**src/rtl/core/sst_pkg.sv**
```systemverilog
// Types, character codes and helpers for the shell-style tokenizer.
// Used by shell_style_tokenizer; depends on nothing else.
package sst_pkg;

    // Kind of one emitted result
    typedef enum logic [1:0] {
        KIND_BYTE    = 2'd0,
        KIND_TOKEND  = 2'd1,
        KIND_LINEEND = 2'd2,
        KIND_ERROR   = 2'd3
    } t_kind;

    // Error reported at a line end
    typedef enum logic [1:0] {
        ERR_NONE   = 2'd0,
        ERR_SQUOTE = 2'd1,
        ERR_DQUOTE = 2'd2,
        ERR_ESCAPE = 2'd3
    } t_err;

    // Scanner mode; code 7 is unused, drops its byte and returns to blank
    typedef enum logic [2:0] {
        MODE_BLANK   = 3'd0,
        MODE_WORD    = 3'd1,
        MODE_SQ      = 3'd2,
        MODE_DQ      = 3'd3,
        MODE_DQ_BS   = 3'd4,
        MODE_ESC     = 3'd5,
        MODE_COMMENT = 3'd6
    } t_mode;

    // One queued result
    typedef struct packed {
        t_kind      kind;
        logic [7:0] char_out;
        t_err       error_code;
        logic       last;
    } t_result;

    localparam logic [7:0] CH_NUL       = 8'h00;
    localparam logic [7:0] CH_NEWLINE   = 8'h0A;
    localparam logic [7:0] CH_SQUOTE    = 8'h27;
    localparam logic [7:0] CH_DQUOTE    = 8'h22;
    localparam logic [7:0] CH_BACKSLASH = 8'h5C;
    localparam logic [7:0] CH_HASH      = 8'h23;
    localparam logic [7:0] CH_SPACE     = 8'h20;
    localparam logic [7:0] CH_TAB       = 8'h09;
    localparam logic [7:0] CH_CR        = 8'h0D;

    // Result queue depth; room for two results is needed to take an item
    localparam int QUEUE_DEPTH = 3;

    // Space, tab, newline, vertical tab, form feed, carriage return
    function automatic logic is_blank(input logic [7:0] c);
        return (c == CH_SPACE) || ((c >= CH_TAB) && (c <= CH_CR));
    endfunction

    function automatic t_result make_result(input t_kind k, input logic [7:0] c,
                                            input t_err e);
        t_result r;
        r.kind       = k;
        r.char_out   = c;
        r.error_code = e;
        r.last       = 1'b0;
        return r;
    endfunction

endpackage

```
**src/rtl/core/shell_style_tokenizer.sv**
```systemverilog
// Shell-style tokenizer: splits a byte stream into token bytes, token ends
// and line ends. Depends on sst_pkg.
//
// Usage:
//   Input channel (i_valid, o_stall, i_char_in) takes one byte per transfer.
//   Byte 0 or newline ends a line. Output channel (o_valid, i_stall, o_kind,
//   o_char_out, o_error_code, o_last) gives the results of each byte in
//   order; o_last marks the final result of a byte. A byte gives zero, one
//   or two results.
//   The scanner mode and the results of a byte are formed in the same cycle
//   the byte is taken and go into a three-entry result queue, whose head
//   drives the outputs.
//   Throughput: one byte per cycle while each byte gives at most one result
//   and the receiver does not stall. A byte that gives two results holds the
//   output until both are taken, so the output port sets the rate then.
//   o_stall rises while fewer than two queue entries are free.
//   Stall: the queue head holds steady while i_stall is high; bytes keep
//   being taken while at least two queue entries are free.
//   Reset: synchronous, active low; empties the queue and returns the
//   scanner to the between-tokens mode.
module shell_style_tokenizer
    import sst_pkg::*;
(
    input  logic       i_clk,
    input  logic       i_rst_n,
    input  logic       i_valid,
    output logic       o_stall,
    input  logic [7:0] i_char_in,
    output logic       o_valid,
    input  logic       i_stall,
    output logic [1:0] o_kind,
    output logic [7:0] o_char_out,
    output logic [1:0] o_error_code,
    output logic       o_last
);

    localparam int CNT_W = $clog2(QUEUE_DEPTH + 1);

    t_mode              r_mode, n_mode;
    t_result            r_queue [QUEUE_DEPTH];
    t_result            n_queue [QUEUE_DEPTH];
    logic [CNT_W-1:0]   r_count, n_count;

    logic               in_xfer, out_xfer;
    logic [1:0]         res_num;
    t_result            res0, res1;
    logic [CNT_W-1:0]   base;
    logic               eol;

    assign in_xfer  = i_valid && !o_stall;
    assign out_xfer = o_valid && !i_stall;
    assign o_stall  = (r_count > CNT_W'(QUEUE_DEPTH - 2));
    assign o_valid  = (r_count != '0);

    assign o_kind       = r_queue[0].kind;
    assign o_char_out   = r_queue[0].char_out;
    assign o_error_code = r_queue[0].error_code;
    assign o_last       = r_queue[0].last;

    assign eol = (i_char_in == CH_NUL) || (i_char_in == CH_NEWLINE);

    // Scan one byte: next mode and up to two results
    always_comb begin
        n_mode  = r_mode;
        res_num = 2'd0;
        res0    = make_result(KIND_BYTE, 8'h00, ERR_NONE);
        res1    = make_result(KIND_BYTE, 8'h00, ERR_NONE);
        if (eol) begin
            n_mode = MODE_BLANK;
            unique case (r_mode)
                MODE_WORD: begin
                    res0    = make_result(KIND_TOKEND, 8'h00, ERR_NONE);
                    res1    = make_result(KIND_LINEEND, 8'h00, ERR_NONE);
                    res_num = 2'd2;
                end
                MODE_SQ: begin
                    res0    = make_result(KIND_ERROR, 8'h00, ERR_SQUOTE);
                    res_num = 2'd1;
                end
                MODE_DQ, MODE_DQ_BS: begin
                    res0    = make_result(KIND_ERROR, 8'h00, ERR_DQUOTE);
                    res_num = 2'd1;
                end
                MODE_ESC: begin
                    res0    = make_result(KIND_ERROR, 8'h00, ERR_ESCAPE);
                    res_num = 2'd1;
                end
                default: begin
                    res0    = make_result(KIND_LINEEND, 8'h00, ERR_NONE);
                    res_num = 2'd1;
                end
            endcase
        end else begin
            unique case (r_mode)
                MODE_WORD, MODE_BLANK: begin
                    priority if (i_char_in == CH_SQUOTE) begin
                        n_mode = MODE_SQ;
                    end else if (i_char_in == CH_DQUOTE) begin
                        n_mode = MODE_DQ;
                    end else if (i_char_in == CH_BACKSLASH) begin
                        n_mode = MODE_ESC;
                    end else if (i_char_in == CH_HASH || is_blank(i_char_in)) begin
                        // End a running token; hash opens a comment
                        if (r_mode == MODE_WORD) begin
                            res0    = make_result(KIND_TOKEND, 8'h00, ERR_NONE);
                            res_num = 2'd1;
                        end
                        n_mode = (i_char_in == CH_HASH) ? MODE_COMMENT : MODE_BLANK;
                    end else begin
                        res0    = make_result(KIND_BYTE, i_char_in, ERR_NONE);
                        res_num = 2'd1;
                        n_mode  = MODE_WORD;
                    end
                end
                MODE_SQ: begin
                    if (i_char_in == CH_SQUOTE) begin
                        n_mode = MODE_WORD;
                    end else begin
                        res0    = make_result(KIND_BYTE, i_char_in, ERR_NONE);
                        res_num = 2'd1;
                    end
                end
                MODE_DQ: begin
                    priority if (i_char_in == CH_DQUOTE) begin
                        n_mode = MODE_WORD;
                    end else if (i_char_in == CH_BACKSLASH) begin
                        n_mode = MODE_DQ_BS;
                    end else begin
                        res0    = make_result(KIND_BYTE, i_char_in, ERR_NONE);
                        res_num = 2'd1;
                    end
                end
                MODE_DQ_BS: begin
                    // Only quote and backslash are escapes; keep other backslashes
                    n_mode = MODE_DQ;
                    if (i_char_in != CH_DQUOTE && i_char_in != CH_BACKSLASH) begin
                        res0    = make_result(KIND_BYTE, CH_BACKSLASH, ERR_NONE);
                        res1    = make_result(KIND_BYTE, i_char_in, ERR_NONE);
                        res_num = 2'd2;
                    end else begin
                        res0    = make_result(KIND_BYTE, i_char_in, ERR_NONE);
                        res_num = 2'd1;
                    end
                end
                MODE_ESC: begin
                    res0    = make_result(KIND_BYTE, i_char_in, ERR_NONE);
                    res_num = 2'd1;
                    n_mode  = MODE_WORD;
                end
                default: begin
                    // Comment and unused code: drop the byte
                    n_mode = (r_mode == MODE_COMMENT) ? MODE_COMMENT : MODE_BLANK;
                end
            endcase
        end
        // Mark the final result of this byte
        if (res_num == 2'd2) begin
            res1.last = 1'b1;
        end else begin
            res0.last = 1'b1;
        end
    end

    // Advance the queue: pop the head, append new results behind the rest
    always_comb begin
        base    = r_count - CNT_W'(out_xfer);
        n_queue = r_queue;
        for (int j = 0; j < QUEUE_DEPTH - 1; j++) begin
            if (out_xfer) begin
                n_queue[j] = r_queue[j + 1];
            end
        end
        for (int j = 0; j < QUEUE_DEPTH; j++) begin
            if (in_xfer && (res_num != 2'd0) && (CNT_W'(j) == base)) begin
                n_queue[j] = res0;
            end
            if (in_xfer && (res_num == 2'd2) && (CNT_W'(j) == base + CNT_W'(1))) begin
                n_queue[j] = res1;
            end
        end
        n_count = base + (in_xfer ? CNT_W'(res_num) : '0);
    end

    // Hold control state under reset; payload needs none
    always_ff @(posedge i_clk) begin
        if (!i_rst_n) begin
            r_mode  <= MODE_BLANK;
            r_count <= '0;
        end else begin
            r_count <= n_count;
            if (in_xfer) begin
                r_mode <= n_mode;
            end
        end
        r_queue <= n_queue;
    end

    // Queue never overflows
    a_count_bound: assert property (@(posedge i_clk) disable iff (!i_rst_n)
        r_count <= CNT_W'(QUEUE_DEPTH))
        else $error("result queue overflow");

    // A taken byte always leaves room for two results
    a_room: assert property (@(posedge i_clk) disable iff (!i_rst_n)
        in_xfer |-> (r_count <= CNT_W'(QUEUE_DEPTH - 2)))
        else $error("byte taken without room");

    // Every line end returns the scanner to blank mode
    a_eol_mode: assert property (@(posedge i_clk) disable iff (!i_rst_n)
        (in_xfer && eol) |=> (r_mode == MODE_BLANK))
        else $error("mode not cleared at line end");

    // Error code appears only on an error result
    a_err_kind: assert property (@(posedge i_clk) disable iff (!i_rst_n)
        o_valid |-> ((o_kind == KIND_ERROR) == (o_error_code != ERR_NONE)))
        else $error("error code and kind disagree");

    // Line ends and errors close their byte
    a_eol_last: assert property (@(posedge i_clk) disable iff (!i_rst_n)
        (o_valid && (o_kind == KIND_LINEEND || o_kind == KIND_ERROR)) |-> o_last)
        else $error("line end not marked last");

endmodule

```
**config.mk**
```make
export PLATFORM = sky130hd
export DESIGN_NAME = shell_style_tokenizer
export DESIGN_NICKNAME = d
export VERILOG_FILES = /design/src/rtl/core/sst_pkg.sv /design/src/rtl/core/shell_style_tokenizer.sv
export SDC_FILE = /design/constraint.sdc
export NUM_CORES = 1
export LEC_CHECK = 0
export ABC_AREA = 0
export BUFFER_PORTS_ARGS = -buffer_cell sky130_fd_sc_hd__buf_4
export CAP_MARGIN = 0
export CELL_PAD_IN_SITES_DETAIL_PLACEMENT = 0
export CELL_PAD_IN_SITES_GLOBAL_PLACEMENT = 1
export CORE_MARGIN = 10
export CORE_UTILIZATION = 40
export DETAILED_ROUTE_END_ITERATION = 12
export MAX_ROUTING_LAYER = met4
export PLACE_DENSITY_LB_ADDON = 0.05
export SLEW_MARGIN = 20
export SYNTH_ARGS = -nofsm -noshare
export SYNTH_HDL_FRONTEND = slang
export SYNTH_SLANG_ARGS = --single-unit
```
**constraint.sdc**
```tcl
create_clock -name i_clk -period 4.4 [get_ports i_clk]
set_input_delay 0.88 -clock i_clk [delete_from_list [all_inputs] [get_ports i_clk]]
set_output_delay 0.88 -clock i_clk [all_outputs]
set_load 0.02 [all_outputs]
```
Yosys cells after proc, flatten, opt, wreduce, memory -nomap -nowiden. Index checks and enable logic that the tools add are counted. Widths: inputs -> output; s select.

Flip-flop bits (word level): 44. Logic and storage cells: 120. Bits of input ports: 12. Output and inout bits: 15.

Muxes and demuxes: 50. $lt $le $gt $ge: 3. Add/sub/neg operators: 3. Equal/unequal tests: 21. Reduce and logical (&&, ||, !) cells: 29.

Operators with widths (number): $mux 13 (15); $mux 11 (6); $pmux 13 s5 (1); $pmux 13 s4 (1); $eq 8x6->1 const B (4); $mux 3 (10); $mux 2 (8); $pmux 3 s5 (1); $logic_and 1x1->1 (12); $mux 12 (1); $pmux 2 s5 (1); $eq 3x3->1 const B (3); $eq 8x4->1 const B (1); $eq 8x7->1 const B (1); $ge 8x4->1 const B (1); $le 8x4->1 const B (1); $logic_not 8->1 (1); $ne 8x6->1 const B (1); $ne 8x7->1 const B (1); $eq 3x2->1 const B (2); $mux 1 (6); $reduce_bool 2->1 (3); $reduce_bool 3->1 (2); $eq 1x2->1 const A (2); other kinds (15) (21).

Logic depth before layout (Yosys ltp).
Word-level depth: 15. Mapped depth: 12. Gate-level depth less buffers: 10.

Worst setup path after synthesis. OpenSTA, ideal clock, no wires.

Path kind: input-to-reg. Start point: input i_char_in[4]. End point: register r_queue[0] (netlist name), enable pin. Setup slack: 0.750 ns. Data required time: 4.000 ns. Buffers on the path: 2. Arrival: 3.250 ns. Library setup time: 0.400 ns. Stages: 9. Cell sequence: or3_1 > buf_6 > nor4b_4 > buf_6 > nand2_4 > a21boi_4 > nor3_1 > a21oi_1 > nor3_1.

Longest elaborated chain between the ends: 14. Elaborated cells between the ends (all ways): 33. Classes of those cells: 2 x order compare; 9 x eq/ne; 10 x mux; 12 x reduce/logical.

RTL lines: start: declaration (line shell_style_tokenizer.sv:28) `input logic [7:0] i_char_in,`; $ge 8x4->1 / $le 8x4->1 (equally long branches) (line sst_pkg.sv:55) `return (c == CH_SPACE) || ((c >= CH_TAB) && (c <= CH_CR));`; $logic_and 1x1->1 (line sst_pkg.sv:55); $logic_or 1x1->1 (line sst_pkg.sv:55); $logic_or 1x1->1 (line shell_style_tokenizer.sv:102) `end else if (i_char_in == CH_HASH || is_blank(i_char_in)) begin`; $mux 2 (line shell_style_tokenizer.sv:102); $mux 2 (line shell_style_tokenizer.sv:100) `end else if (i_char_in == CH_BACKSLASH) begin`; $mux 2 (line shell_style_tokenizer.sv:98) `end else if (i_char_in == CH_DQUOTE) begin`; $mux 2 (line shell_style_tokenizer.sv:96) `priority if (i_char_in == CH_SQUOTE) begin`; $pmux 2 s5 (line shell_style_tokenizer.sv:94) `unique case (r_mode)`; $mux 2 (*) (line shell_style_tokenizer.sv:68) `if (eol) begin`; $eq 2x2->1 / $reduce_bool 2->1 (equally long branches) (line shell_style_tokenizer.sv:177, shell_style_tokenizer.sv:174); $logic_and 1x1->1 (on tied branches) (2 in a row) (line shell_style_tokenizer.sv:177, shell_style_tokenizer.sv:174); $reduce_bool 2->1 (no source line) (*); end signal: assignment (line shell_style_tokenizer.sv:195) `r_queue <= n_queue;`; end: declaration (line shell_style_tokenizer.sv:40) `t_result r_queue [QUEUE_DEPTH];`.

Mark *: on every way between the ends. The rest lies on a longest branch, timed or not. A chain may end at the register's enable or synchronous reset.

Worst setup path in the final report.
Start point: input i_char_in[4]. End point: register r_queue (netlist bit o_char_out[3]), enable pin.

Longest elaborated chain between the ends: 14. Elaborated cells between the ends (all ways): 33. Classes of those cells: 2 x order compare; 9 x eq/ne; 10 x mux; 12 x reduce/logical.

RTL lines (line): $ge 8x4->1 / $le 8x4->1 (equally long branches) (sst_pkg.sv:55); $logic_and 1x1->1 (sst_pkg.sv:55); $logic_or 1x1->1 (sst_pkg.sv:55); $logic_or 1x1->1 (shell_style_tokenizer.sv:102); $mux 2 (shell_style_tokenizer.sv:102); $mux 2 (shell_style_tokenizer.sv:100); $mux 2 (shell_style_tokenizer.sv:98); $mux 2 (shell_style_tokenizer.sv:96); $pmux 2 s5 (shell_style_tokenizer.sv:94); $mux 2 (*) (shell_style_tokenizer.sv:68); $eq 2x2->1 / $reduce_bool 2->1 (equally long branches) (shell_style_tokenizer.sv:177, shell_style_tokenizer.sv:174); $logic_and 1x1->1 (on tied branches) (2 in a row) (shell_style_tokenizer.sv:177, shell_style_tokenizer.sv:174); $reduce_bool 3->1 (no source line) (*).

Marks and branches as above.

==> impl_table.tex <==
\begin{tabular}{lr}
\hline
Metric & Value \\
\hline
\multicolumn{2}{l}{\textbf{Logic synthesis}} \\
Count of flip-flops with a built-in enable after synthesis & 39 \\
Yosys Warn Count & 0 \\
Post-Synthesis Net Count & 322 \\
Total standard cell area after synthesis & 3000 um\^{}2 \\
Flip-flop and latch count after synthesis & 44 \\
Gate count after technology mapping & 308 \\
Part of the Yosys area used for sequential elements & 42.4\% \\
Synth async-reset ratio & 0\% \\
Leading register cell type out of synthesis & edfxtp\_1 \\
Library cell with the largest summed area after synthesis & edfxtp\_1 \\
Synth cell types & 72 \\
Average instance area after synthesis & 9.73 um\^{}2 \\
Fraction of post-synthesis cell area in the top cell type by area & 39.1\% \\
Top post-synthesis cells by area & edfxtp\_1 39\%, buf\_4 3.5\%, nor2\_1 3.4\% \\
\multicolumn{2}{l}{\textbf{Min path}} \\
Worst hold-check path type & reg2reg \\
Hold Crit Start & r\_queue[20] \\
Worst hold path cell count & 1 \\
Min-Delay Endpoint & o\_char\_out[4] \\
\multicolumn{2}{l}{\textbf{Pwr}} \\
Part of the power in combinational logic & 39.3\% \\
Share of power burned in the clock network & 19.3\% \\
Max VDD drop & 0.160 mV \\
Leakage & 0.00128 uW \\
Switching power as a share of total power & between 30\% and 40\% \\
Part of the total power dissipated in sequential elements & 41.4\% \\
Internal power summed over all cells & 1100 uW \\
Switching power summed over all nets & 590 uW \\
Pwr dens & 508 nW/um\^{}2 \\
\multicolumn{2}{l}{\textbf{Global routing}} \\
Largest net degree at the start of global routing & 21 \\
Global-route wire length before repair & 13000 um \\
Number of antenna violations at the first check in global routing & 0 \\
Global route total overflow & 0 \\
Via count of the first global-routing pass & between 2000 and 2500 \\
Overall global routing resource usage & 14.6\% \\
\multicolumn{2}{l}{\textbf{Setup path}} \\
Startpoint of the most critical register-to-register path & r\_mode[0] \\
Critical path data required time & 4350 ps \\
Max FO, Critical Path & 13 \\
Crit Path Class & in2reg \\
Sort of element at the start of the critical path & input pin \\
Kind of end point of the critical path & flop \\
Endpoint of the most critical register-to-register path & r\_queue[18] \\
Number of cells on the worst reg-to-reg path & 8 \\
Slack of the worst reg-to-reg path & 1130 ps \\
Worst Path Arrival & 3470 ps \\
\multicolumn{2}{l}{\textbf{Die}} \\
Placeable core area & 7250 um\^{}2 \\
Initial core utilization & between 40\% and 50\% \\
Total die area & 11400 um\^{}2 \\
Number of cell rows & 31 \\
Die extent in x & 107 um \\
Number of top-level pins & 27 \\
Die Height & 107 um \\
\multicolumn{2}{l}{\textbf{Route}} \\
Number of vias per cell & 5.74 \\
Number of detailed-routing iterations run before antenna repair & 4 \\
Total Wirelength & 8140 um \\
Remaining routing DRC violations & 0 \\
Number of DRC markers in iteration 0 & approximately 180 \\
Total via count in the routed design & 2424 \\
Routed wire per std cell & 19.3 um \\
Number of antenna-violating nets in the routed design & 0 \\
\multicolumn{2}{l}{\textbf{Status}} \\
Result of the run & finished clean \\
\multicolumn{2}{l}{\textbf{Clocking}} \\
CTS tree & yes \\
Clock Tree Root & clkbuf\_8 \\
Number of setup buffers added after CTS & 0 \\
Cts-stage hold buffer count & 0 \\
Max Root-Sink Buffers & 2 \\
Clock Pin Slew Worst Setup and Hold Paths & 90 ps \\
Number of cells upsized or downsized after cts & 0 \\
CTS buffer count & 5 \\
Clock latency reported for the late side of the worst-skew pair & 310 ps \\
H-Tree Level Count & 2 \\
Clock Sink Count & 44 \\
\multicolumn{2}{l}{\textbf{Timing}} \\
Post-layout min period & 3510 ps \\
Final clock skew & 6.10 ps \\
Final hold violation count & 0 \\
Timing-limited maximum frequency & $\sim$0.28 GHz \\
Final cycle utilization of the critical path & 79.8\% \\
RSZ-0062 raised after global routing & no \\
Transition time at the pin with the least slew margin & 941 ps \\
Finish-stage setup viols & 0 \\
Total Negative Setup Slacks & 0 ps \\
Max-slew violations & 0 \\
Max-Slew Margin vs Limit & 37.1\% \\
\multicolumn{2}{l}{\textbf{Job}} \\
Number of max-cap violations & 0 \\
\multicolumn{2}{l}{\textbf{Layout}} \\
Number of nets in the layout & approximately 340 \\
Ant diodes & 0 \\
P\&R area growth vs syn & 11.1\% \\
Final core utilization & 45.9\% \\
Proportion of layout cells with a drive suffix above 1 & 21.7\% \\
\multicolumn{2}{l}{\textbf{Placement}} \\
Last weighted congestion value of the routability-driven placer & 0.834 \\
Final HPWL DP & 6100 um \\
Buffers on Ports & 26 \\
\hline
\end{tabular}
[cell usage in the layout (no fill, tap or decap), types with 5 or more instances in the layout]
master	count
o21ai_1	5
buf_4	42
dfxtp_1	5
inv_1	6
o21a_1	5
nor3_1	10
mux2i_1	9
o21ai_0	18
a2bb2oi_1	6
nand3_1	8
nor2_1	27
nand2b_1	5
clkbuf_8	5
a21oi_1	20
edfxtp_1	39
nand2_1	25
[worst max-delay path by stage]
stage,slack (ps),endpoint,from,depth (start not counted)
2_1_floorplan,750,r_queue[0],i_char_in[4],9
3_3_place_gp,540,o_char_out[1],i_char_in[4],8
3_5_place_dp,550,o_char_out[1],i_char_in[4],8
4_1_cts,830,o_char_out[3],i_char_in[4],8
5_1_grt,660,o_char_out[1],i_char_in[4],8
6_report,890,o_char_out[3],i_char_in[4],8
[synth_stat cells (all sizes together) (2+ instances only)]
cell type,count
nor3b,2
a221o,2
o221a,2
a22o,2
clkbuf,9
or4b,3
xor2,2
a211o,3
a21o,2
o211ai,2
or2,4
or4,2
nor2,29
nand3,8
a2bb2oi,6
nor4b,3
buf,26
nand2,26
a21boi,2
mux2i,9
and2,4
a22oi,3
edfxtp,39
a21oi,20
nand2b,5
nor2b,4
nor4bb,2
o21ai,23
or3,2
nor3,13
a221oi,2
a31oi,4
o21a,5
o2111ai,2
ha,2
dfxtp,5
and3,4
inv,6
[through the flow]
stage	instance area (um^2)	worst slack (ps)	power [uW]	hold slack, ps	cells
6_report	3330	887	1690	528	422
5_1_grt	3330	663	1790	571	422
4_1_cts	3330	830	1700	530	422
3_5_place_dp	3210	551	1380	505	414
3_3_place_gp	3210	543	1380	507	414
2_1_floorplan	3000	750	1230	495	308
[final cells by class]
class	count	area, um^2
flip-flops and latches	44	1270
inverters	6	22.5
fillers	716	3920
clock inverters	3	46.3
well taps	99	124
clock buffers	5	68.8
multi-input cells	223	1480
repair buffers	42	315
[power groups by stage]
stage	combinational (uW)	sequential [uW]	clock, uW
finish	665	699	327
global route	732	713	344
CTS	671	701	332
detailed placement	667	711	0
global placement	669	714	0
floorplan	528	698	0
[state kept, by name (all words and copies together), names as in the netlist]
signal,count
r_queue,26
r_count,2
o_error_code,2
r_mode,3
o_char_out,8
o_kind,2
o_last,1
[layer usage]
layer  vias up  GRT usage (%)  routed length, um
met5         -              -                  0
met4         0           3.87                120
met3        13           2.40                510
met2        99           22.2               3770
met1      1136           19.6               3740
li1       1176              -                  -
[cells by family (layout without fill, tap and decap cells)]
logic type	Yosys count	count (layout)	synth area share, %
multiplexers	9	9	3.01
adder cells (fa/ha/maj)	2	2	0.835
buffers and inverters	41	56	8.18
flip-flops	44	44	42.4
AO/OA/AOI/OAI	93	93	22.0
AND/OR/NAND/NOR	116	116	22.7
XOR/XNOR	3	3	0.877
[worst max-delay path, cell delays in order]
cell and delay [ps]:
buf_4 130, or3_1 490, nor4b_4 370, nand2_4 60
a21boi_4 170, nor4b_4 710, nor2_2 200, nand2_1 430
No activity file was read; power rests on OpenSTA's default activity.
